### config.mk
export PLATFORM = sky130hd
export DESIGN_NAME = pidfd_cfg_flat
export DESIGN_NICKNAME = d
export VERILOG_FILES = /design/src/sv/assert_macros.svh /design/src/sv/pidfd_pkg.sv /design/src/sv/pidfd_cfg_if.sv /design/src/sv/pidfd_cfg.sv /design/src/flat_wrapper.sv
export SDC_FILE = /design/constraint.sdc
export NUM_CORES = 1
export LEC_CHECK = 0
export BUFFER_PORTS_ARGS = -buffer_cell sky130_fd_sc_hd__buf_2
export CAP_MARGIN = 15
export CORE_MARGIN = 2
export CORE_UTILIZATION = 28
export DETAILED_ROUTE_END_ITERATION = 10
export GPL_TIMING_DRIVEN = 0
export SYNTH_ARGS = -nofsm -noshare
export SYNTH_HDL_FRONTEND = slang
export SYNTH_SLANG_ARGS = --single-unit
### constraint.sdc
create_clock -name clk -period 1.1 [get_ports clk]
set_clock_uncertainty 0.05 [all_clocks]
set_input_delay 0.165 -clock clk [delete_from_list [all_inputs] [get_ports clk]]
set_output_delay 0.165 -clock clk [all_outputs]
set_load 0.01 [all_outputs]
### src/sv/assert_macros.svh
// Assertion macros for the files that check their own logic.
`ifndef ASSERT_MACROS_SVH
`define ASSERT_MACROS_SVH

`ifndef SYNTHESIS

// A condition that holds at every clock edge outside reset.
`define PIDFD_ASSERT(name, clk, rst_n, expr) \
    name: assert property (@(posedge clk) disable iff (!rst_n) (expr)) \
        else $error("pidfd assertion failed");

// A consequence that holds in the same cycle as its cause.
`define PIDFD_ASSERT_IMP(name, clk, rst_n, ante, cons) \
    name: assert property (@(posedge clk) disable iff (!rst_n) (ante) |-> (cons)) \
        else $error("pidfd assertion failed");

// A consequence that holds in the cycle after its cause.
`define PIDFD_ASSERT_NXT(name, clk, rst_n, ante, cons) \
    name: assert property (@(posedge clk) disable iff (!rst_n) (ante) |=> (cons)) \
        else $error("pidfd assertion failed");

`else

`define PIDFD_ASSERT(name, clk, rst_n, expr)
`define PIDFD_ASSERT_IMP(name, clk, rst_n, ante, cons)
`define PIDFD_ASSERT_NXT(name, clk, rst_n, ante, cons)

`endif

`endif

### src/sv/pidfd_pkg.sv
// Shared constants, codes and types of the filtered-derivative PID controller.
package pidfd_pkg;

    localparam int SAMPLE_WIDTH_DEF = 16;

    localparam int P_GAIN_W = 24;
    localparam int I_COEF_W = 32;
    localparam int D_GAIN_W = 32;
    localparam int D_POLE_W = 18;

    localparam int CFG_DATA_W = 32;
    localparam int CFG_IDX_W  = 3;

    // Fraction bits of the Q.16 and Q.24 formats.
    localparam int Q16_FRAC = 16;
    localparam int Q24_FRAC = 24;

    // Integrator in Q3.24, limited to plus or minus five.
    localparam int INTEG_W   = 28;
    localparam int INTEG_MAX = 5 * (1 << 24);

    typedef enum logic [CFG_IDX_W-1:0] {
        CFG_P_GAIN  = 3'd0,
        CFG_I_COEF  = 3'd1,
        CFG_D_GAIN  = 3'd2,
        CFG_D_POLE  = 3'd3,
        CFG_OUT_MIN = 3'd4,
        CFG_OUT_MAX = 3'd5
    } cfg_idx_t;

    typedef enum logic {
        OP_UPDATE = 1'b0,
        OP_CLEAR  = 1'b1
    } op_t;

    typedef struct packed {
        logic signed [P_GAIN_W-1:0] p_gain;
        logic signed [I_COEF_W-1:0] i_coef;
        logic signed [D_GAIN_W-1:0] d_gain;
        logic signed [D_POLE_W-1:0] d_pole;
    } coef_t;

    typedef struct packed {
        logic valid;
        logic clear;
    } stage_ctl_t;

endpackage

### src/sv/pidfd_cfg_if.sv
// Configuration write channel: register index and write data.
interface pidfd_cfg_if import pidfd_pkg::*; ();
    logic                  valid;
    logic                  ready;
    logic [CFG_IDX_W-1:0]  index;
    logic [CFG_DATA_W-1:0] data;

    modport source (output valid, output index, output data, input ready);
    modport sink   (input valid, input index, input data, output ready);
endinterface

### src/sv/pidfd_cfg.sv
// Configuration register file: coefficients and output limits.
module pidfd_cfg import pidfd_pkg::*; #(
    parameter int SAMPLE_WIDTH = SAMPLE_WIDTH_DEF
) (
    input  logic                           clk,
    input  logic                           rst_n,
    pidfd_cfg_if.sink                      cfg,
    output coef_t                          coef,
    output logic signed [SAMPLE_WIDTH-1:0] out_min,
    output logic signed [SAMPLE_WIDTH-1:0] out_max
);

    coef_t                          coef_reg;
    logic signed [SAMPLE_WIDTH-1:0] out_min_reg;
    logic signed [SAMPLE_WIDTH-1:0] out_max_reg;

    assign cfg.ready = 1'b1;

    always_ff @(posedge clk or negedge rst_n)
    begin
        if (!rst_n)
        begin
            coef_reg    <= '0;
            out_min_reg <= {1'b1, {(SAMPLE_WIDTH-1){1'b0}}};
            out_max_reg <= {1'b0, {(SAMPLE_WIDTH-1){1'b1}}};
        end
        else if (cfg.valid && cfg.ready)
        begin
            unique case (cfg.index)
                CFG_P_GAIN:  coef_reg.p_gain <= cfg.data[P_GAIN_W-1:0];
                CFG_I_COEF:  coef_reg.i_coef <= cfg.data[I_COEF_W-1:0];
                CFG_D_GAIN:  coef_reg.d_gain <= cfg.data[D_GAIN_W-1:0];
                CFG_D_POLE:  coef_reg.d_pole <= cfg.data[D_POLE_W-1:0];
                CFG_OUT_MIN: out_min_reg     <= cfg.data[SAMPLE_WIDTH-1:0];
                CFG_OUT_MAX: out_max_reg     <= cfg.data[SAMPLE_WIDTH-1:0];
                default:     ;
            endcase
        end
    end

    assign coef    = coef_reg;
    assign out_min = out_min_reg;
    assign out_max = out_max_reg;

endmodule

### src/flat_wrapper.sv
// flat-port wrapper written by rule: the top's interface ports become plain ports
module pidfd_cfg_flat import pidfd_pkg::*;
#(
    parameter int SAMPLE_WIDTH = SAMPLE_WIDTH_DEF
)
  (clk, rst_n, coef, out_min, out_max, cfg_valid, cfg_index, cfg_data, cfg_ready);
  pidfd_cfg_if cfg_i ();
  input  logic clk;
  input  logic rst_n;
  output coef_t coef;
  output logic signed [SAMPLE_WIDTH-1:0] out_min;
  output logic signed [SAMPLE_WIDTH-1:0] out_max;
  input wire logic [$bits(cfg_i.valid)-1:0] cfg_valid;
  input wire logic [$bits(cfg_i.index)-1:0] cfg_index;
  input wire logic [$bits(cfg_i.data)-1:0] cfg_data;
  output wire logic [$bits(cfg_i.ready)-1:0] cfg_ready;
  assign cfg_i.valid = cfg_valid;
  assign cfg_i.index = cfg_index;
  assign cfg_i.data = cfg_data;
  assign cfg_ready = cfg_i.ready;
  pidfd_cfg #(.SAMPLE_WIDTH(SAMPLE_WIDTH)) u_core (.clk(clk), .rst_n(rst_n), .cfg(cfg_i), .coef(coef), .out_min(out_min), .out_max(out_max));
endmodule
Word-level counts from Yosys, hierarchy flattened
Cells that the tools add are included.
{ "word_totals": {"inputBits": 38, "ram_bits": 0, "reg_bits": 138, "rom_bits": 0, "memories": 0, "latch_bits": 0} }
{ "op_classes": {"add_sub_neg": 0, "eq_ne": 5, "muxes": 0, "order_cmp": 0, "n_bitwise": 0, "div_mod_pow": 0, "shift": 0, "n_mul": 0, "n_reduce_logical": 7} }
{ "op_table": {"columns": ["op", "n"], "rows": [
  ["2-bit AND reduction", 6],
  ["3-bit by 2-bit == test with 1-bit output (second input constant)", 2],
  ["3-bit == test (second input constant)", 2],
  ["3-bit by 1-bit == test with 1-bit output (second input constant)", 1],
  ["3-bit zero test", 1]
]} }

Logic depth before layout (Yosys ltp)
{ "logic_depth": {"word_depth": 2, "mapped_depth": 5} }

Least setup slack after synthesis
No wires, ideal clock.
{ "synth_path": {"kind": "input port to flip-flop", "start": "input cfg_index[0]", "end": "register u_core.coef_reg, in the netlist u_core.coef[100]", "t_arrival_ns": 1.233, "t_required_ns": 0.925, "slack_ns": -0.308, "path_stages": 4, "n_path_buf": 2, "setup_ns": 0.125, "cell_sequence": "buf_6 > nor4b_4 > buf_6 > mux2_4"} }
{ "synth_between": {"elab_chain_len": 2} }
{ "synth_rtl": {"columns": ["item", "line", "text"], "rows": [
  ["from (decl)", "flat_wrapper.sv:14", "input wire logic [$bits(cfg_i.index)-1:0] cfg_index;"],
  ["3-bit zero test", "pidfd_cfg.sv:29", "unique case (cfg.index)"],
  ["2-bit AND reduction (no line)", null, null],
  ["to (decl)", "pidfd_cfg.sv:13", "coef_t coef_reg;"]
]} }
No other way between the ends.
A chain may end at the register's enable or synchronous reset.

Worst setup path after layout
{ "layout_path": {"start": "register u_core.out_max_reg[6] (netlist: u_core.out_max[6])", "end": "output out_max[6]"} }
{ "layout_lines": {"columns": ["item", "line", "text"], "rows": [
  ["from (decl)", "pidfd_cfg.sv:15", "logic signed [SAMPLE_WIDTH-1:0] out_max_reg;"],
  ["from (signal assigned)", "pidfd_cfg.sv:25", "out_max_reg <= {1'b0, {(SAMPLE_WIDTH-1){1'b1}}};"],
  ["from (signal assigned)", "pidfd_cfg.sv:35", "CFG_OUT_MAX: out_max_reg <= cfg.data[SAMPLE_WIDTH-1:0];"],
  ["to (decl)", "flat_wrapper.sv:12", "output logic signed [SAMPLE_WIDTH-1:0] out_max;"]
]} }
No word-level cell between the ends.

==> impl_metrics.yaml <==
outcome:
  outcome: "finished, violations left"
  violations: "hold timing, setup timing"
floorplan:
  start_util_pct: 28.5
  die_h_um: 145
  die-area_sq_mm: 0.0210
  coreArea_sq_mm: 0.0195
  chipWidth_um: 145
  num_rows: 51
  ios: 177
placed_design:
  place.gp.congestion: 0.729
  dp_cells: 739
  io_buffers: 174
  dp_hpwl_mm: 9.36
clocking:
  clockBufferDepth: 2
  h-tree-depth: 4
  cts_hold_buf: 18
  clk_pin_slew_ps: 60
  tritoncts: "done"
  clk_latency_ps: 400
  cts.sinks: 138
  cts-buffers-inserted: 17
  cts-root-buf: "clkbuf_16"
worst_setup_path:
  critPathRequiredTime_ps: 880
  cpMaxStageDelayCell: "dfstp_2"
  path_class: "reg -> out"
  path_max_fanout: 2
  crit_arrival_ps: 1060
  path_buf_inv: 1
  max_stage_delay_ps: 550
  startpoint_type: "flop"
  critPathTopFamily: "flip-flops"
  crit_path_end_kind: "output port"
  worstPathCellList: "buf_6"
global_route:
  gr-usage-met2_pct: 23.0
  gr-total-overflow: 0
  grt_max_degree: 76
  grt_pass1_vias: 3895
  top_usage_layer: "met2"
  met1_usage_pct: 17.2
  grt_antenna_before_repair: 0
  met3_usage_pct: 5.20
  track_usage_pct: 14.0
  grt_pass1_wl_mm: 22.0
synth:
  ys.flop_type: "dfrtp_1"
  syn-cell-area_sq_mm: 0.00555
  yosysTopAreaCellShare_pct: 55.0
  syn_nets: 337
  syn_area_per_cell_sq_um: 18.6
  synth_top_area_cell: "dfrtp_1"
  ys_types: 12
  yosys_warnings: 0
  synth_area_leaders: "dfrtp_1, mux2_4, mux2_2, dfstp_2, buf_6"
  async_flop_share_pct: 100
  synth_edf_count: 0
  synthCells: 299
  yosysMostFrequentCell: "dfrtp_1"
  ys_seq_area_share_pct: 62.6
  synth_common_cells: "dfrtp_1, mux2_4, mux2_2, dfstp_2, buf_6"
  yosys_register_bits: 138
sta:
  finalCritPeriodShare_pct: 116
  max_freq_mhz: 785
  maxSlewHeadroom_pct: 59.3
  finalHoldViolCount: 55
  rsz0062_at_grt: "true"
  timing.hold.ws_ps: -316
  period_needed_ps: 1270
  slew_viol_final: 0
  worst_slack_ps: -173
  tightest_slew_ps: 611
  finalSetupViolCount: 138
layout:
  nFillCells: 1696
  area_growth_pct: 59.5
  drive_above_1_share_pct: 76.4
  largest_register_ffs: 106
  fin_nets: 640
  n_antenna_cell: 0
  stdcell_count: 880
pwr:
  power_mw: 18.8
  ir_worst_vdd_v: 0.000967
  p_leak_nw: 4.33
  power.density_mw_per_mm2: 2130
detailed_routing:
  wire_per_inst_um: 16.8
  via_count: 3690
  wl_mm: 14.8
  drc: 0
  drt.antenna.violating_nets: 0
  drtIter0Drc: 69
  detail_route.first_pass.iterations: 4
  routed_via_density: 4.19
min_path:
  hold_class: "in -> async"
job:
  maxCapViolations: 0
## layout by cell type (no fill, tap or decap)
| cell type | count |
|---|---|
| clkbuf_1 | 1 |
| buf_8 | 9 |
| conb_1 | 1 |
| clkbuf_8 | 3 |
| buf_16 | 1 |
| dfstp_2 | 16 |
| buf_6 | 66 |
| and4bb_1 | 3 |
| mux2_4 | 98 |
| buf_4 | 93 |
| clkinv_4 | 2 |
| clkbuf_16 | 17 |
| mux2_2 | 40 |
| nor4b_4 | 1 |
| dlygate4sd3_1 | 18 |
| clkinv_2 | 2 |
| bufinv_16 | 5 |
| dfrtp_1 | 122 |
| buf_2 | 113 |
| nand4b_4 | 2 |
| clkinvlp_4 | 2 |
## worst paths after layout
path	start	endpoint	slack, ps	cells after the start
worst max-delay path	u_core.out_max[6]$_DFFE_PN1P_	out_max[6]	-170	1
worst min-delay path	rst_n	u_core.coef[26]$_DFFE_PN0P_	-320	1
worst max register to register	u_core.coef[70]$_DFFE_PN0P_	u_core.coef[70]$_DFFE_PN0P_	10	3
worst min register to register	u_core.coef[10]$_DFFE_PN0P_	u_core.coef[10]$_DFFE_PN0P_	450	1
max in group asynchronous	rst_n	u_core.out_min[15]$_DFFE_PN1P_	510	2
min in group clk	cfg_data[15]	u_core.coef[97]$_DFFE_PN0P_	20	2
## timing repair
item,CTS,global route
pin swaps,1,0
hold endpoints to repair,102,55
setup buffers,61,30
endpoints found under the setup margin,172,148
gates resized for setup,31,33
## final cells by class
type	count	area, sq um	share of cell area (%)
Clock inverter	11	193	2.18
Sequential cell	138	3470	39.2
Buffer	16	206	2.33
Clock buffer	21	470	5.31
Tap cell	265	332	3.75
Multi-Input combinational cell	145	2030	23.0
Timing Repair Buffer	284	2140	24.2
## metrics by stage
stage	util, %	area [sq um]	worst slack, ps	TNS (ps)	hold WS, ps
finish	45.5	8850	-173	-7670	-316
global route	45.5	8850	-218	-14220	-286
CTS	43.3	8430	-198	-11180	-301
detailed placement	35.6	6940	-701	-50960	148
global placement	35.5	6900	-1930	-303530	361
floorplan	-	5700	-249	-15990	-181
## power by group
part / total [mW] / internal, mW / switching (mW)
combinational: 5.44 / 3.54 / 1.90
clock: 6.37 / 4.21 / 2.17
sequential: 7.03 / 6.30 / 0.727
total: 18.8 / 14.0 / 4.79
## cells by family (layout without fill, tap and decap cells)
group | Yosys count | in the layout | synth area share (%)
buf+inv | 16 | 332 | 2.73
flops | 138 | 138 | 62.6
mux | 138 | 138 | 32.8
other cells | 1 | 1 | 0.0676
simple gates | 6 | 6 | 1.80
## layer usage
metal / share of wire (%) / wire, um / up-vias
li1: - / - / 1670
met4: 1.6 / 230 / 0
met2: 50 / 7390 / 121
met1: 42 / 6270 / 1880
met3: 6.3 / 928 / 19
met5: 0 / 0 / -
Note: power is estimated with default switching activity, not from simulation.
