--- src/sv/assert_macros.svh ---
// Assertion macros for the files that check their own logic.
`ifndef ASSERT_MACROS_SVH
`define ASSERT_MACROS_SVH

`ifndef SYNTHESIS

// A condition that holds at every clock edge outside reset.
`define PIDFD_ASSERT(name, clk, rst_n, expr) \
    name: assert property (@(posedge clk) disable iff (!rst_n) (expr)) \
        else $error("pidfd assertion failed");

// A consequence that holds in the same cycle as its cause.
`define PIDFD_ASSERT_IMP(name, clk, rst_n, ante, cons) \
    name: assert property (@(posedge clk) disable iff (!rst_n) (ante) |-> (cons)) \
        else $error("pidfd assertion failed");

// A consequence that holds in the cycle after its cause.
`define PIDFD_ASSERT_NXT(name, clk, rst_n, ante, cons) \
    name: assert property (@(posedge clk) disable iff (!rst_n) (ante) |=> (cons)) \
        else $error("pidfd assertion failed");

`else

`define PIDFD_ASSERT(name, clk, rst_n, expr)
`define PIDFD_ASSERT_IMP(name, clk, rst_n, ante, cons)
`define PIDFD_ASSERT_NXT(name, clk, rst_n, ante, cons)

`endif

`endif

--- src/sv/pidfd_pkg.sv ---
// Shared constants, codes and types of the filtered-derivative PID controller.
package pidfd_pkg;

    localparam int SAMPLE_WIDTH_DEF = 16;

    localparam int P_GAIN_W = 24;
    localparam int I_COEF_W = 32;
    localparam int D_GAIN_W = 32;
    localparam int D_POLE_W = 18;

    localparam int CFG_DATA_W = 32;
    localparam int CFG_IDX_W  = 3;

    // Fraction bits of the Q.16 and Q.24 formats.
    localparam int Q16_FRAC = 16;
    localparam int Q24_FRAC = 24;

    // Integrator in Q3.24, limited to plus or minus five.
    localparam int INTEG_W   = 28;
    localparam int INTEG_MAX = 5 * (1 << 24);

    typedef enum logic [CFG_IDX_W-1:0] {
        CFG_P_GAIN  = 3'd0,
        CFG_I_COEF  = 3'd1,
        CFG_D_GAIN  = 3'd2,
        CFG_D_POLE  = 3'd3,
        CFG_OUT_MIN = 3'd4,
        CFG_OUT_MAX = 3'd5
    } cfg_idx_t;

    typedef enum logic {
        OP_UPDATE = 1'b0,
        OP_CLEAR  = 1'b1
    } op_t;

    typedef struct packed {
        logic signed [P_GAIN_W-1:0] p_gain;
        logic signed [I_COEF_W-1:0] i_coef;
        logic signed [D_GAIN_W-1:0] d_gain;
        logic signed [D_POLE_W-1:0] d_pole;
    } coef_t;

    typedef struct packed {
        logic valid;
        logic clear;
    } stage_ctl_t;

endpackage

--- src/sv/pidfd_result_if.sv ---
// Output channel: one drive value per handshake.
interface pidfd_result_if import pidfd_pkg::*; #(
    parameter int SAMPLE_WIDTH = SAMPLE_WIDTH_DEF
) ();
    logic                           valid;
    logic                           ready;
    logic signed [SAMPLE_WIDTH-1:0] drive;

    modport source (output valid, output drive, input ready);
    modport sink   (input valid, input drive, output ready);
endinterface

--- src/sv/pidfd_combine.sv ---
// Sum of the three parts, saturation, output limits and the result register.
module pidfd_combine import pidfd_pkg::*; #(
    parameter int SAMPLE_WIDTH = SAMPLE_WIDTH_DEF
) (
    input  logic                            clk,
    input  logic                            rst_n,
    input  stage_ctl_t                      a_ctl,
    input  logic signed [SAMPLE_WIDTH+2:0]  a_prop,
    input  logic signed [INTEG_W-1:0]       integral,
    input  logic signed [SAMPLE_WIDTH+15:0] deriv,
    input  logic signed [SAMPLE_WIDTH-1:0]  out_min,
    input  logic signed [SAMPLE_WIDTH-1:0]  out_max,
    output logic                            b_free,
    pidfd_result_if.source                  result
);

    localparam int W     = SAMPLE_WIDTH;
    localparam int SUM_W = W + 28;
    localparam int Q_W   = SUM_W - Q24_FRAC;

    localparam logic signed [SUM_W-1:0] SUM_BIAS = (SUM_W'(1) << Q24_FRAC) - SUM_W'(1);
    localparam logic signed [Q_W-1:0]   S_MAX    = (Q_W'(1) << (W - 1)) - Q_W'(1);
    localparam logic signed [Q_W-1:0]   S_MIN    = -(Q_W'(1) << (W - 1));

    logic                   out_valid_reg;
    logic signed [W-1:0]    drive_reg;
    logic signed [W-1:0]    drive_next;

    logic signed [SUM_W-1:0] sum;
    logic signed [SUM_W-1:0] sum_adj;
    logic signed [Q_W-1:0]   quot;
    logic signed [Q_W-1:0]   sat_q;
    logic signed [W-1:0]     sat;

    // All three parts aligned to Q.24, then rounded toward zero.
    assign sum     = (SUM_W'(a_prop) <<< Q24_FRAC) + SUM_W'(integral)
                   + (SUM_W'(deriv) <<< (Q24_FRAC - Q16_FRAC));
    assign sum_adj = sum + (sum[SUM_W-1] ? SUM_BIAS : '0);
    assign quot    = $signed(sum_adj[SUM_W-1:Q24_FRAC]);

    always_comb
    begin
        priority if (quot > S_MAX)
            sat_q = S_MAX;
        else if (quot < S_MIN)
            sat_q = S_MIN;
        else
            sat_q = quot;
        sat = $signed(sat_q[W-1:0]);

        // Inverted limits: above out_max gives out_max, all else gives out_min.
        priority if (a_ctl.clear)
            drive_next = '0;
        else if (sat > out_max)
            drive_next = out_max;
        else if (sat < out_min)
            drive_next = out_min;
        else
            drive_next = sat;
    end

    assign b_free = !out_valid_reg || result.ready;

    always_ff @(posedge clk or negedge rst_n)
    begin
        if (!rst_n)
            out_valid_reg <= 1'b0;
        else if (b_free)
            out_valid_reg <= a_ctl.valid;
    end

    always_ff @(posedge clk)
    begin
        if (b_free && a_ctl.valid)
            drive_reg <= drive_next;
    end

    assign result.valid = out_valid_reg;
    assign result.drive = drive_reg;

endmodule

--- src/flat_wrapper.sv ---
// flat-port wrapper written by rule: the top's interface ports become plain ports
module pidfd_combine_flat import pidfd_pkg::*;
#(
    parameter int SAMPLE_WIDTH = SAMPLE_WIDTH_DEF
)
  (clk, rst_n, a_ctl, a_prop, integral, deriv, out_min, out_max, b_free, result_valid, result_drive, result_ready);
  pidfd_result_if #(.SAMPLE_WIDTH(SAMPLE_WIDTH)) result_i ();
  input  logic clk;
  input  logic rst_n;
  input  stage_ctl_t a_ctl;
  input  logic signed [SAMPLE_WIDTH+2:0] a_prop;
  input  logic signed [INTEG_W-1:0] integral;
  input  logic signed [SAMPLE_WIDTH+15:0] deriv;
  input  logic signed [SAMPLE_WIDTH-1:0] out_min;
  input  logic signed [SAMPLE_WIDTH-1:0] out_max;
  output logic b_free;
  output wire logic [$bits(result_i.valid)-1:0] result_valid;
  output wire logic [$bits(result_i.drive)-1:0] result_drive;
  input wire logic [$bits(result_i.ready)-1:0] result_ready;
  assign result_valid = result_i.valid;
  assign result_drive = result_i.drive;
  assign result_i.ready = result_ready;
  pidfd_combine #(.SAMPLE_WIDTH(SAMPLE_WIDTH)) u_core (.clk(clk), .rst_n(rst_n), .a_ctl(a_ctl), .a_prop(a_prop), .integral(integral), .deriv(deriv), .out_min(out_min), .out_max(out_max), .b_free(b_free), .result(result_i));
endmodule
--- config.mk ---
export PLATFORM = sky130hd
export DESIGN_NAME = pidfd_combine_flat
export DESIGN_NICKNAME = d
export VERILOG_FILES = /design/src/sv/assert_macros.svh /design/src/sv/pidfd_pkg.sv /design/src/sv/pidfd_result_if.sv /design/src/sv/pidfd_combine.sv /design/src/flat_wrapper.sv
export SDC_FILE = /design/constraint.sdc
export NUM_CORES = 1
export LEC_CHECK = 0
export ABC_AREA = 1
export ABC_CLOCK_PERIOD_IN_PS = 2490
export BUFFER_PORTS_ARGS = -buffer_cell sky130_fd_sc_hd__buf_4
export CAP_MARGIN = 20
export CORE_ASPECT_RATIO = 0.8
export CORE_MARGIN = 2
export CORE_UTILIZATION = 63
export CTS_CLUSTER_DIAMETER = 60
export CTS_CLUSTER_SIZE = 12
export DETAILED_ROUTE_END_ITERATION = 7
export HOLD_SLACK_MARGIN = 0.12
export PLACE_DENSITY = 0.95
export SLEW_MARGIN = 20
export SYNTH_ARGS = -nofsm -noshare
export SYNTH_HDL_FRONTEND = slang
export SYNTH_SLANG_ARGS = --single-unit
--- constraint.sdc ---
create_clock -name clk -period 2.49 [get_ports clk]
set_input_delay 0.1245 -clock clk [delete_from_list [all_inputs] [get_ports clk]]
set_output_delay 0.1245 -clock clk [all_outputs]
set_load 0.01 [all_outputs]
==> results of run 1 <==
cells in the mapped netlist (2+ instances only):
cell type    n  share of area, %
nand2_1    311                17
inv_1      191                11
nor2_1     111               6.2
ha_1        91                17
nand3_1     73               5.4
a21oi_1     64               4.7
o21ai_0     37               2.7
fa_1        20               5.9
xor2_1      19               2.5
nand4_1     17               1.6
edfxtp_1    16               7.1
o21ai_1     16               1.2
nand2_2     15               1.4
nor3_1      14               1.0
inv_2       13              0.72
o21bai_1    12               1.3
nor2_2      11               1.0
xnor2_1     10               1.3
nand2_4      8               1.3
nand3_2      6              0.89
o31ai_1      6              0.67
a21o_1       5              0.56
nand3b_1     5              0.56
a31oi_1      4              0.37
a41oi_1      4              0.52
clkbuf_1     4              0.22
nor3_2       4              0.59
buf_6        3              0.50
o211ai_1     3              0.33
a21oi_2      2              0.26
buf_4        2              0.22
nand2_8      2              0.59
nand3_4      2              0.52
o21a_1       2              0.22
or2_1        2              0.19
kinds of logic after synthesis:
logic type | Yosys count
xor+xnor | 31
flops | 17
compound gates | 161
buf+inv | 216
simple gates | 587
fa+ha+maj | 111
stage by stage:
stage	hold slack, ps	worst slack (ps)	TNS (ps)	instances	utilization, %
2_1_floorplan	-171.1	-3389	-53630	1123	-
3_3_place_gp	-99.75	-3565	-56120	1635	95.50
3_5_place_dp	-97.72	-4599	-72320	1635	95.50
==> flow_metrics.py, run 1 <==
metrics = {
    "outcome": {
        "outcome": "stopped before the end",
        "haltStage": "clock tree synthesis",
        "firstError": "[ERROR DPL-0038] Utilization greater than 100%, impossible to legalize",
    },
    "clocking": {
        "cts_sinks": 17,
        "post_cts_resize_count": 150,
        "htree_levels": 1,
        "ctsHoldBuffers": 2,
        "cts_buffers": 3,
        "cts.root.buffer_cell": "clkbuf_16",
        "cts_setup_buffers": 30,
        "cts_buffer_depth": 2,
    },
    "placed_design": {
        "place_congestion": 1.005,
        "dp_hpwl_um": 26380,
        "port_buffers": 133,
        "placed_cell_area_um2": 9897,
    },
    "logic_synthesis": {
        "synth-seq-cells": 17,
        "synth_cell_types": 53,
        "synth-async-reset-ratio_pct": 5.882,
        "synthMuxAreaShare_pct": 0,
        "synth_xor_area_share_pct": 4.238,
        "synth_edf_count": 16,
        "synthAdderAreaFrac_pct": 22.76,
        "ys_seq_area_share_pct": 7.476,
        "syn_inst": 1123,
        "syn-cell-area_um2": 6761,
        "synth_top_family_by_area": "simple AND/OR/NAND/NOR gates",
        "synth_compound_gate_area_share_pct": 13.77,
        "synth_simple_gate_area_share_pct": 39.27,
        "avgSynthCellArea_um2": 6.021,
        "syn-num-nets": 1350,
        "yosys_warnings": 0,
        "synthFlopType": "edfxtp_1",
    },
    "floorplanning": {
        "die_y_um": 96.66,
        "pin_count": 134,
        "fp-row-count": 33,
        "initial_core_util_pct": 65.24,
        "dieWidth_um": 119.8,
    },
}
==> run 2: changes to the inputs <==
--- a/config.mk
+++ b/config.mk
@@ -9,14 +9,10 @@
 export ABC_CLOCK_PERIOD_IN_PS = 2490
 export BUFFER_PORTS_ARGS = -buffer_cell sky130_fd_sc_hd__buf_4
 export CAP_MARGIN = 20
-export CORE_ASPECT_RATIO = 0.8
 export CORE_MARGIN = 2
-export CORE_UTILIZATION = 63
-export CTS_CLUSTER_DIAMETER = 60
-export CTS_CLUSTER_SIZE = 12
+export CORE_UTILIZATION = 40
 export DETAILED_ROUTE_END_ITERATION = 7
-export HOLD_SLACK_MARGIN = 0.12
-export PLACE_DENSITY = 0.95
+export PLACE_DENSITY_LB_ADDON = 0.15
 export SLEW_MARGIN = 20
 export SYNTH_ARGS = -nofsm -noshare
 export SYNTH_HDL_FRONTEND = slang
==> flow_metrics.py, run 2 <==
metrics = {
    "global_route": {
        "top_usage_layer": "met2",
        "grt_max_degree": 24,
        "grt_pass1_vias": 8291,
        "antenna_found_initial": 0,
        "grtUsageTotal_pct": 24.29,
        "met1_usage_pct": 31.62,
        "grt_pass1_wl_um": 36500,
        "grt-ovfl-total": 0,
        "grt.met3_usage_pct": 1.776,
        "grt_use_met2_pct": 43.82,
    },
    "logic_synthesis": {
        "synth-async-reset-ratio_pct": 5.882,
        "yosysTopAreaCellShare_pct": 17.26,
        "synth_commonest_cells": "nand2_1 (311), inv_1 (191), nor2_1 (111)",
        "synth-seq-cells": 17,
        "syn_inst": 1123,
        "synth_top_area_cell": "nand2_1",
        "synth_cell_types": 53,
        "ys_seq_area_share_pct": 7.476,
        "avgSynthCellArea_um2": 6.021,
        "synth_area_leaders": "nand2_1 (17%), ha_1 (17%), inv_1 (11%)",
        "syn-cell-area_um2": 6761,
        "synth_edf_count": 16,
        "yosysMostFrequentCell": "nand2_1",
        "syn-num-nets": 1350,
        "synthFlopType": "edfxtp_1",
        "yosys_warnings": 0,
    },
    "setup_path": {
        "cpLargestDelayFamily": "simple AND/OR/NAND/NOR gates",
        "cp.arrival_ps": 5890,
        "cp-end-kind": "flop",
        "critPathRequiredTime_ps": 2500,
        "worstSetupStartpointType": "input pin",
        "reg2regPathDepth": 2,
        "reg2reg_from": "u_core.result.valid",
        "path_buf_inv": 10,
        "reg2reg_slack_ps": 1370,
        "crit_fanout": 8,
        "rr_endpoint": "u_core.result.drive[11]",
        "crit_slowest_cell": "fa_1",
        "worst-setup-path-type": "input pin to flop",
        "cpPeakStageDelay_ps": 470,
        "startpoint": "integral[27]",
        "crit_top_cell": "buf_4",
    },
    "drt": {
        "drc": 0,
        "via_per_inst": 4.946,
        "antenna_left": 0,
        "wl_per_cell_um": 13.19,
        "drtIter0Drc": 418,
        "vias": 8670,
        "wirelength_um": 23120,
        "firstDrtPassIters": 5,
    },
    "timing": {
        "final_hold_viol_count": 0,
        "setup_slack_ps": -3389,
        "setup_viol": 16,
        "setup_tns_ps": -53460,
        "rsz0062_at_grt": "yes",
        "period_needed_ps": 5879,
        "fin_skew_ps": 2.299,
        "tightest_slew_ps": 508.0,
        "finalCritPeriodShare_pct": 236.1,
        "maxSlewViolCount": 0,
        "clock.fmax_mhz": 170.1,
        "slew_headroom_pct": 66.09,
    },
    "floorplanning": {
        "fp-row-count": 47,
        "pin_count": 134,
        "die_y_um": 134.0,
        "dieWidth_um": 134.0,
        "initial_core_util_pct": 40.92,
        "core_um2": 16520,
        "die_area_um2": 17960,
    },
    "final_layout": {
        "final_nets": 1761,
        "fin_util_pct": 67.33,
        "largest_register_ffs": 16,
        "multi_input_area_um2": 6327,
        "num-fill-cells": 1499,
        "antenna_cells": 0,
        "final_common_cell": "buf_4",
        "syn_to_final_growth_pct": 64.55,
        "seqCellArea_um2": 505.5,
        "layout_common_cells": "buf_4 (399), nand2_1 (276), inv_1 (185)",
        "drive_above_1_share_pct": 40.77,
    },
    "placed_design": {
        "dp_hpwl_um": 18270,
        "port_buffers": 133,
        "place_congestion": 0.9450,
        "post-place-ws_ps": -3851,
    },
    "clocking": {
        "cts_sinks": 17,
        "cts.root.buffer_cell": "clkbuf_16",
        "htree_levels": 1,
        "cts_buffer_depth": 2,
        "cts.clk_slew.worst_paths_ps": 60,
        "cts_buffers": 3,
        "cts_tree": "yes",
        "clk_latency_ps": 250,
    },
    "min_path": {
        "whs_path_depth": 3,
        "hold_path.class": "input pin to flop",
        "hold_end": "u_core.result.valid",
        "hold_start": "a_ctl[1]",
    },
    "pwr": {
        "vdd_drop_max_mv": 0.4594,
        "p_leak_uw": 0.005970,
        "powerDensity_nw_per_um2": 874.6,
    },
    "flow_run": {
        "max-cap-violations": 0,
    },
    "outcome": {
        "violations": "negative setup slack",
        "outcome": "finished with violations",
    },
}
==> run 2: worst max-delay path by stage <==
stage / end / depth (start not counted)
3_3_place_gp: u_core.result.drive[2] / 45
5_1_grt: u_core.result.drive[11] / 45
3_5_place_dp: u_core.result.drive[6] / 41
4_1_cts: u_core.result.drive[6] / 45
6_report: u_core.result.drive[11] / 40
2_1_floorplan: u_core.result.drive[10] / 44
==> run 2: kinds of logic (layout without fill, tap and decap cells) <==
group                      count (synthesis)  in the layout  share of synthesized area (%)
DFF                                       17             17                          7.476
and+or+nand+nor                          587            593                          39.27
AOI/OAI and AO/OA                        161            161                          13.77
buffers and inverters                    216            620                          12.49
adders and majority gates                111            111                          22.76
xor gates and xnor gates                  31             31                          4.238
==> run 2: layer usage <==
metal	wire, um	up-vias	share of wire (%)
met3	983	52	4.3
li1	-	4464	-
met4	518	0	2.2
met1	10470	3917	45
met5	0	-	0
met2	11140	237	48
==> run 2: metrics by stage <==
step | total power, uW | cells | hold slack, ps | instance area [um2]
2_1_floorplan | 4726 | 1123 | -171.1 | 6964
3_3_place_gp | 7333 | 1719 | -100.1 | 10010
3_5_place_dp | 7428 | 1719 | -99.50 | 10010
4_1_cts | 8629 | 1741 | 67.60 | 10620
5_1_grt | 10570 | 1753 | 77.02 | 11130
6_report | 9730 | 1753 | 70.16 | 11130
==> run 2: what timing repair did <==
item                                    CTS  global route
cloned                                    3             3
pin swaps                                58            33
hold buffers                              1             0
endpoints found under the hold margin     1             0
endpoints found under the setup margin   16            16
resized for setup                        78            90
setup buffers                            14             9
==> run 2: area by class of cell <==
type	count	share of cell area, %
clock buffer	3	0.6748
clock inverter	1	0.04498
inverter	206	7.096
multi-input combinational	896	56.87
sequential	17	4.543
tap	220	2.474
timing repair buffer	410	28.30
==> run 2: report_power, final <==
part	leakage, uW	internal [uW]	switching, uW	total (uW)
Sequential	0.000168	417	16.3	434
Clock	0.0000409	216	120	335
Combinational	0.00576	4120	4840	8960
==> run 2: worst register-to-register path, stage by stage (launching register included) <==
cell and delay (ps):
dfrtp_1 380, a21oi_1 140, buf_4 270
No activity file was read; power rests on OpenSTA's default activity.
==> run 3: changes to the inputs <==
--- a/config.mk
+++ b/config.mk
@@ -6,14 +6,14 @@
 export NUM_CORES = 1
 export LEC_CHECK = 0
 export ABC_AREA = 1
-export ABC_CLOCK_PERIOD_IN_PS = 2490
+export ABC_CLOCK_PERIOD_IN_PS = 5600
 export BUFFER_PORTS_ARGS = -buffer_cell sky130_fd_sc_hd__buf_4
 export CAP_MARGIN = 20
 export CORE_MARGIN = 2
 export CORE_UTILIZATION = 40
 export DETAILED_ROUTE_END_ITERATION = 7
 export PLACE_DENSITY_LB_ADDON = 0.15
-export SLEW_MARGIN = 20
+export SLEW_MARGIN = 30
 export SYNTH_ARGS = -nofsm -noshare
 export SYNTH_HDL_FRONTEND = slang
 export SYNTH_SLANG_ARGS = --single-unit
==> constraint.sdc (replaced) <==
create_clock -name clk -period 5.6 [get_ports clk]
set_input_delay 0.28 -clock clk [delete_from_list [all_inputs] [get_ports clk]]
set_output_delay 0.28 -clock clk [all_outputs]
set_load 0.01 [all_outputs]
==> flow_metrics.py, run 3 (synthesized netlist as in run 2, its figures left out) <==
metrics = {
    "min_path": {
        "hold_path.class": "input pin to flop",
        "hold_start": "a_ctl[1]",
        "hold_end": "u_core.result.valid",
        "whs_path_depth": 3,
    },
    "setup_path": {
        "worstSetupStartpointType": "input pin",
        "reg2reg_slack_ps": 4480,
        "startpoint": "integral[27]",
        "critPathRequiredTime_ps": 5610,
        "cp-end-kind": "flop",
        "cpLargestDelayFamily": "simple AND/OR/NAND/NOR gates",
        "reg2reg_from": "u_core.result.valid",
        "rr_endpoint": "u_core.result.drive[3]",
        "crit_slowest_cell": "fa_1",
        "cpPeakStageDelay_ps": 570,
        "reg2regPathDepth": 2,
        "worst-setup-path-type": "input pin to flop",
        "cp.arrival_ps": 6150,
        "crit_fanout": 8,
        "path_buf_inv": 10,
        "crit_top_cell": "nand2_1",
    },
    "placed_design": {
        "port_buffers": 133,
        "placed_cell_area_um2": 10040,
        "place_congestion": 0.9312,
        "dp_hpwl_um": 18480,
        "dp_cells": 1722,
    },
    "floorplanning": {
        "core_um2": 16520,
        "die_area_um2": 17960,
        "fp-row-count": 47,
        "dieWidth_um": 134.0,
        "initial_core_util_pct": 40.92,
        "pin_count": 134,
        "die_y_um": 134.0,
    },
    "outcome": {
        "violations": "negative setup slack",
        "outcome": "finished with violations",
    },
    "drt": {
        "wl_per_cell_um": 13.58,
        "antenna_left": 0,
        "wirelength_um": 23920,
        "vias": 8804,
        "drc": 0,
        "firstDrtPassIters": 8,
        "drtIter0Drc": 436,
        "via_per_inst": 4.997,
    },
    "pwr": {
        "p_leak_uw": 0.005991,
        "vdd_drop_max_mv": 0.2300,
        "total_power_uw": 4275,
        "powerDensity_nw_per_um2": 384.6,
    },
    "clocking": {
        "cts.clk_slew.worst_paths_ps": 60,
        "htree_levels": 1,
        "cts.root.buffer_cell": "clkbuf_16",
        "clk_latency_ps": 250,
        "cts_tree": "yes",
        "cts_buffers": 3,
        "cts_buffer_depth": 2,
        "cts_sinks": 17,
    },
    "timing": {
        "clock.fmax_mhz": 162.9,
        "timing.hold.ws_ps": 228.2,
        "final_hold_viol_count": 0,
        "slew_headroom_pct": 65.55,
        "maxSlewViolCount": 0,
        "period_needed_ps": 6140,
        "rsz0062_at_grt": "yes",
        "tightest_slew_ps": 516.1,
        "fin_skew_ps": 3.270,
        "setup_viol": 16,
        "finalCritPeriodShare_pct": 109.6,
        "setup_slack_ps": -539.8,
    },
    "global_route": {
        "grt_pass1_vias": 8482,
        "grt_pass1_wl_um": 37600,
        "grt_max_degree": 17,
        "grtUsageTotal_pct": 24.88,
        "grt-ovfl-total": 0,
        "antenna_found_initial": 0,
    },
    "final_layout": {
        "instances_no_fill": 1762,
        "syn_to_final_growth_pct": 64.36,
        "layout_common_cells": "buf_4 (403), nand2_1 (274), inv_1 (183)",
        "final_common_cell": "buf_4",
        "antenna_cells": 0,
        "drive_above_1_share_pct": 40.60,
        "fin_area_um2": 11110,
        "final_nets": 1770,
        "largest_register_ffs": 16,
    },
    "flow_run": {
        "max-cap-violations": 0,
    },
}
## run 3: cell types whose count changed in the layout (fill, tap and decap cells not counted), moves of 3 or more
cell / change
nand2_4: +6
nand3_2: -6
buf_6: +5
nand3_1: +5
buf_4: +4
nor2_4: -4
o21ai_0: +4
nand2_8: -3
nor2_2: +3
nor3_2: +3
o21ai_2: -3
## run 3: worst max-delay path by stage
stage,endpoint,slack (ps),cells after the start
6_report,u_core.result.drive[13],-540,45
5_1_grt,u_core.result.drive[12],-870,44
3_5_place_dp,u_core.result.drive[4],-890,52
3_3_place_gp,u_core.result.drive[2],-750,49
2_1_floorplan,u_core.result.drive[10],-430,44
4_1_cts,u_core.result.drive[4],-420,50
## run 3: per-layer routing
layer | wire (um) | share of wire (%) | GRT usage (%)
met1 | 10390 | 43 | 32.26
met5 | 0 | 0 | 0
met3 | 1198 | 5.0 | 1.738
met2 | 11780 | 49 | 45.36
met4 | 551 | 2.3 | 5.322
## run 3: power by group
group / leakage (uW) / switching, uW / internal, uW
logic: 0.00578 / 2120 / 1810
registers: 0.000168 / 7.12 / 186
clock network: 0.0000409 / 53.6 / 95.8
## run 3: worst min-delay path, cell delays in order
cell	delay, ps
buf_4	80
inv_1	40
nand2_1	50
## run 3: what timing repair did
action	in CTS	in global routing
gates resized for setup	54	99
endpoints found under the setup margin	16	16
cloned	6	1
buffers inserted	20	8
hold buffers	1	0
hold endpoints to repair	1	0
pin swaps	49	48
## run 3: through the flow
step / util [%] / TNS (ps) / setup WS, ps
after global routing: 67.25 / -13090 / -869.5
after global placement: 60.74 / -11150 / -745.6
after CTS: 64.09 / -6247 / -421.9
after detailed placement: 60.74 / -13230 / -890.4
after floorplan: - / -6362 / -434.4
final: 67.25 / -7951 / -539.8
## run 3: layout make-up
| type | instances | area [um2] |
|---|---|---|
| Timing Repair Buffer | 418 | 3214 |
| Fill cell | 1474 | 5411 |
| Inverter | 206 | 792.0 |
| Clock inverter | 1 | 5.005 |
| Multi-Input combinational cell | 897 | 6246 |
| Sequential cell | 17 | 505.5 |
| Clock buffer | 3 | 75.07 |
| Tap cell | 220 | 275.3 |
==> run 4: changes to the inputs <==
--- a/config.mk
+++ b/config.mk
@@ -12,7 +12,7 @@
 export CORE_MARGIN = 2
 export CORE_UTILIZATION = 40
 export DETAILED_ROUTE_END_ITERATION = 7
-export PLACE_DENSITY_LB_ADDON = 0.15
+export PLACE_DENSITY = 0.66
 export SLEW_MARGIN = 30
 export SYNTH_ARGS = -nofsm -noshare
 export SYNTH_HDL_FRONTEND = slang
==> flow_metrics.py, run 4 (synthesized netlist as in run 2, its figures left out) <==
metrics = {
    "placed_design": {
        "dp_hpwl_um": 18340,
        "place_congestion": 0.9165,
        "port_buffers": 133,
        "post-place-ws_ps": -1005,
    },
    "setup_path": {
        "worstSetupStartpointType": "input pin",
        "critPathRequiredTime_ps": 5600,
        "cpLargestDelayFamily": "simple AND/OR/NAND/NOR gates",
        "cp.arrival_ps": 6100,
        "cp-end-kind": "flop",
        "worst-setup-path-type": "input pin to flop",
        "cpPeakStageDelay_ps": 450,
        "crit_fanout": 10,
        "path_buf_inv": 7,
        "crit_top_cell": "nand2_1",
        "crit_slowest_cell": "fa_1",
    },
    "floorplanning": {
        "die_y_um": 134.0,
        "pin_count": 134,
        "initial_core_util_pct": 40.92,
        "dieWidth_um": 134.0,
        "die_area_um2": 17960,
        "fp-row-count": 47,
        "core_um2": 16520,
    },
    "pwr": {
        "p_leak_uw": 0.005952,
        "powerDensity_nw_per_um2": 375.3,
        "seqPwrFrac_pct": 4.7,
        "clock_power_share_pct": 3.5,
        "intPower_uw": 2011,
        "vdd_drop_max_mv": 0.2578,
        "total_power_uw": 4089,
        "switching_power_uw": 2078,
        "p_comb_share_pct": 91.8,
        "p_sw_share_pct": 50.81,
    },
    "timing": {
        "timing.hold.ws_ps": 262.5,
        "period_needed_ps": 6100,
        "tightest_slew_ps": 454.4,
        "finalCritPeriodShare_pct": 108.9,
        "setup_slack_ps": -500.3,
        "setup_viol": 16,
        "slew_headroom_pct": 69.67,
        "final_hold_viol_count": 0,
        "rsz0062_at_grt": "yes",
        "setup_tns_ps": -6022,
        "maxSlewViolCount": 0,
        "fin_skew_ps": 1.474,
        "clock.fmax_mhz": 163.9,
    },
    "clocking": {
        "cts_sinks": 17,
        "htree_levels": 1,
        "cts.clk_slew.worst_paths_ps": 50,
        "clk_latency_ps": 250,
        "cts_tree": "yes",
        "cts_buffer_depth": 2,
        "cts_buffers": 3,
        "cts.root.buffer_cell": "clkbuf_16",
    },
    "final_layout": {
        "largest_register_ffs": 16,
        "antenna_cells": 0,
        "final_common_cell": "buf_4",
        "layout_common_cells": "buf_4 (397), nand2_1 (284), inv_1 (185)",
        "syn_to_final_growth_pct": 61.12,
        "final_nets": 1760,
        "drive_above_1_share_pct": 38.05,
        "fin_util_pct": 65.93,
        "num-fill-cells": 1467,
    },
    "global_route": {
        "grt_max_degree": 17,
        "top_usage_layer": "met2",
        "grt-ovfl-total": 0,
        "grtUsageTotal_pct": 23.94,
        "grt_use_met2_pct": 44.47,
        "antenna_found_initial": 0,
        "met1_usage_pct": 29.41,
        "grt_pass1_wl_um": 36540,
        "grt_pass1_vias": 8407,
        "grt.met3_usage_pct": 1.285,
    },
    "drt": {
        "via_per_inst": 4.891,
        "firstDrtPassIters": 7,
        "wl_per_cell_um": 12.74,
        "wirelength_um": 22330,
        "vias": 8569,
        "drtIter0Drc": 337,
        "antenna_left": 0,
        "drc": 1,
    },
    "outcome": {
        "outcome": "finished with violations",
        "violations": "design-rule violations, negative setup slack",
    },
    "flow_run": {
        "max-cap-violations": 0,
    },
    "min_path": {
        "hold_path.class": "input pin to flop",
    },
}
## run 4: changes by cell type in the layout (fill, tap and decap cells not counted), moves of 5 or more
cell	previous run	this run
nand2_1	274	284
a21oi_2	23	12
nor2_1	97	103
ha_1	71	76
buf_6	11	4
nor2_2	24	18
a21oi_1	43	53
ha_4	20	15
buf_4	403	397
nand2_2	45	34
## run 4: timing repair
item,4_1_cts,5_1_grt
hold buffers,1,0
setup endpoints to repair,16,16
setup buffers,11,8
gates cloned,6,1
hold endpoints to repair,1,0
pin swaps,28,62
gates resized for setup,45,71
## run 4: routing by layer
layer | vias to the layer above | part of all wire (%)
met5 | - | 0
met3 | 81 | 4.2
met4 | 0 | 4.3
met1 | 3783 | 42
li1 | 4452 | -
met2 | 253 | 49
## run 4: worst min-delay path: cells and delay by family
| family | cells | cell delay (ps) |
|---|---|---|
| and+or+nand+nor | 1 | 70 |
| buffers and inverters | 2 | 130 |
## run 4: final cells by class
class / instances / area, um2 / share of cell area (%)
multi-input cells: 897 / 6106 / 56.05
repair buffers: 408 / 3141 / 28.83
inverters: 206 / 787.0 / 7.224
flip-flops and latches: 17 / 505.5 / 4.640
well taps: 220 / 275.3 / 2.527
clock buffers: 3 / 75.07 / 0.6891
clock inverters: 1 / 5.005 / 0.04594
## run 4: power groups by stage
| stage | clock, uW | sequential [uW] | combinational, uW |
|---|---|---|---|
| CTS | 141 | 192 | 3410 |
| global route | 148 | 194 | 4120 |
| finish | 142 | 192 | 3760 |
| floorplan | 0 | 210 | 1890 |
| global placement | 0 | 194 | 3070 |
| detailed placement | 0 | 195 | 3110 |
## run 4: per-stage QoR
step	cells	instance area [um2]
3_3_place_gp	1721	10040
3_5_place_dp	1721	10040
2_1_floorplan	1123	6964
6_report	1752	10890
4_1_cts	1743	10470
5_1_grt	1752	10890
## run 4: path summary, 6_finish.rpt
path                            slack [ps]                 endpoint  depth (start not counted)                 from
max in group asynchronous             5170      u_core.result.valid                          2                rst_n
worst min-delay path                   260      u_core.result.valid                          3             a_ctl[1]
worst min register to register         570      u_core.result.valid                          2  u_core.result.valid
worst max-delay path                  -500  u_core.result.drive[10]                         44         integral[27]
worst max register to register        4490   u_core.result.drive[4]                          2  u_core.result.valid
min in group asynchronous              350      u_core.result.valid                          2                rst_n
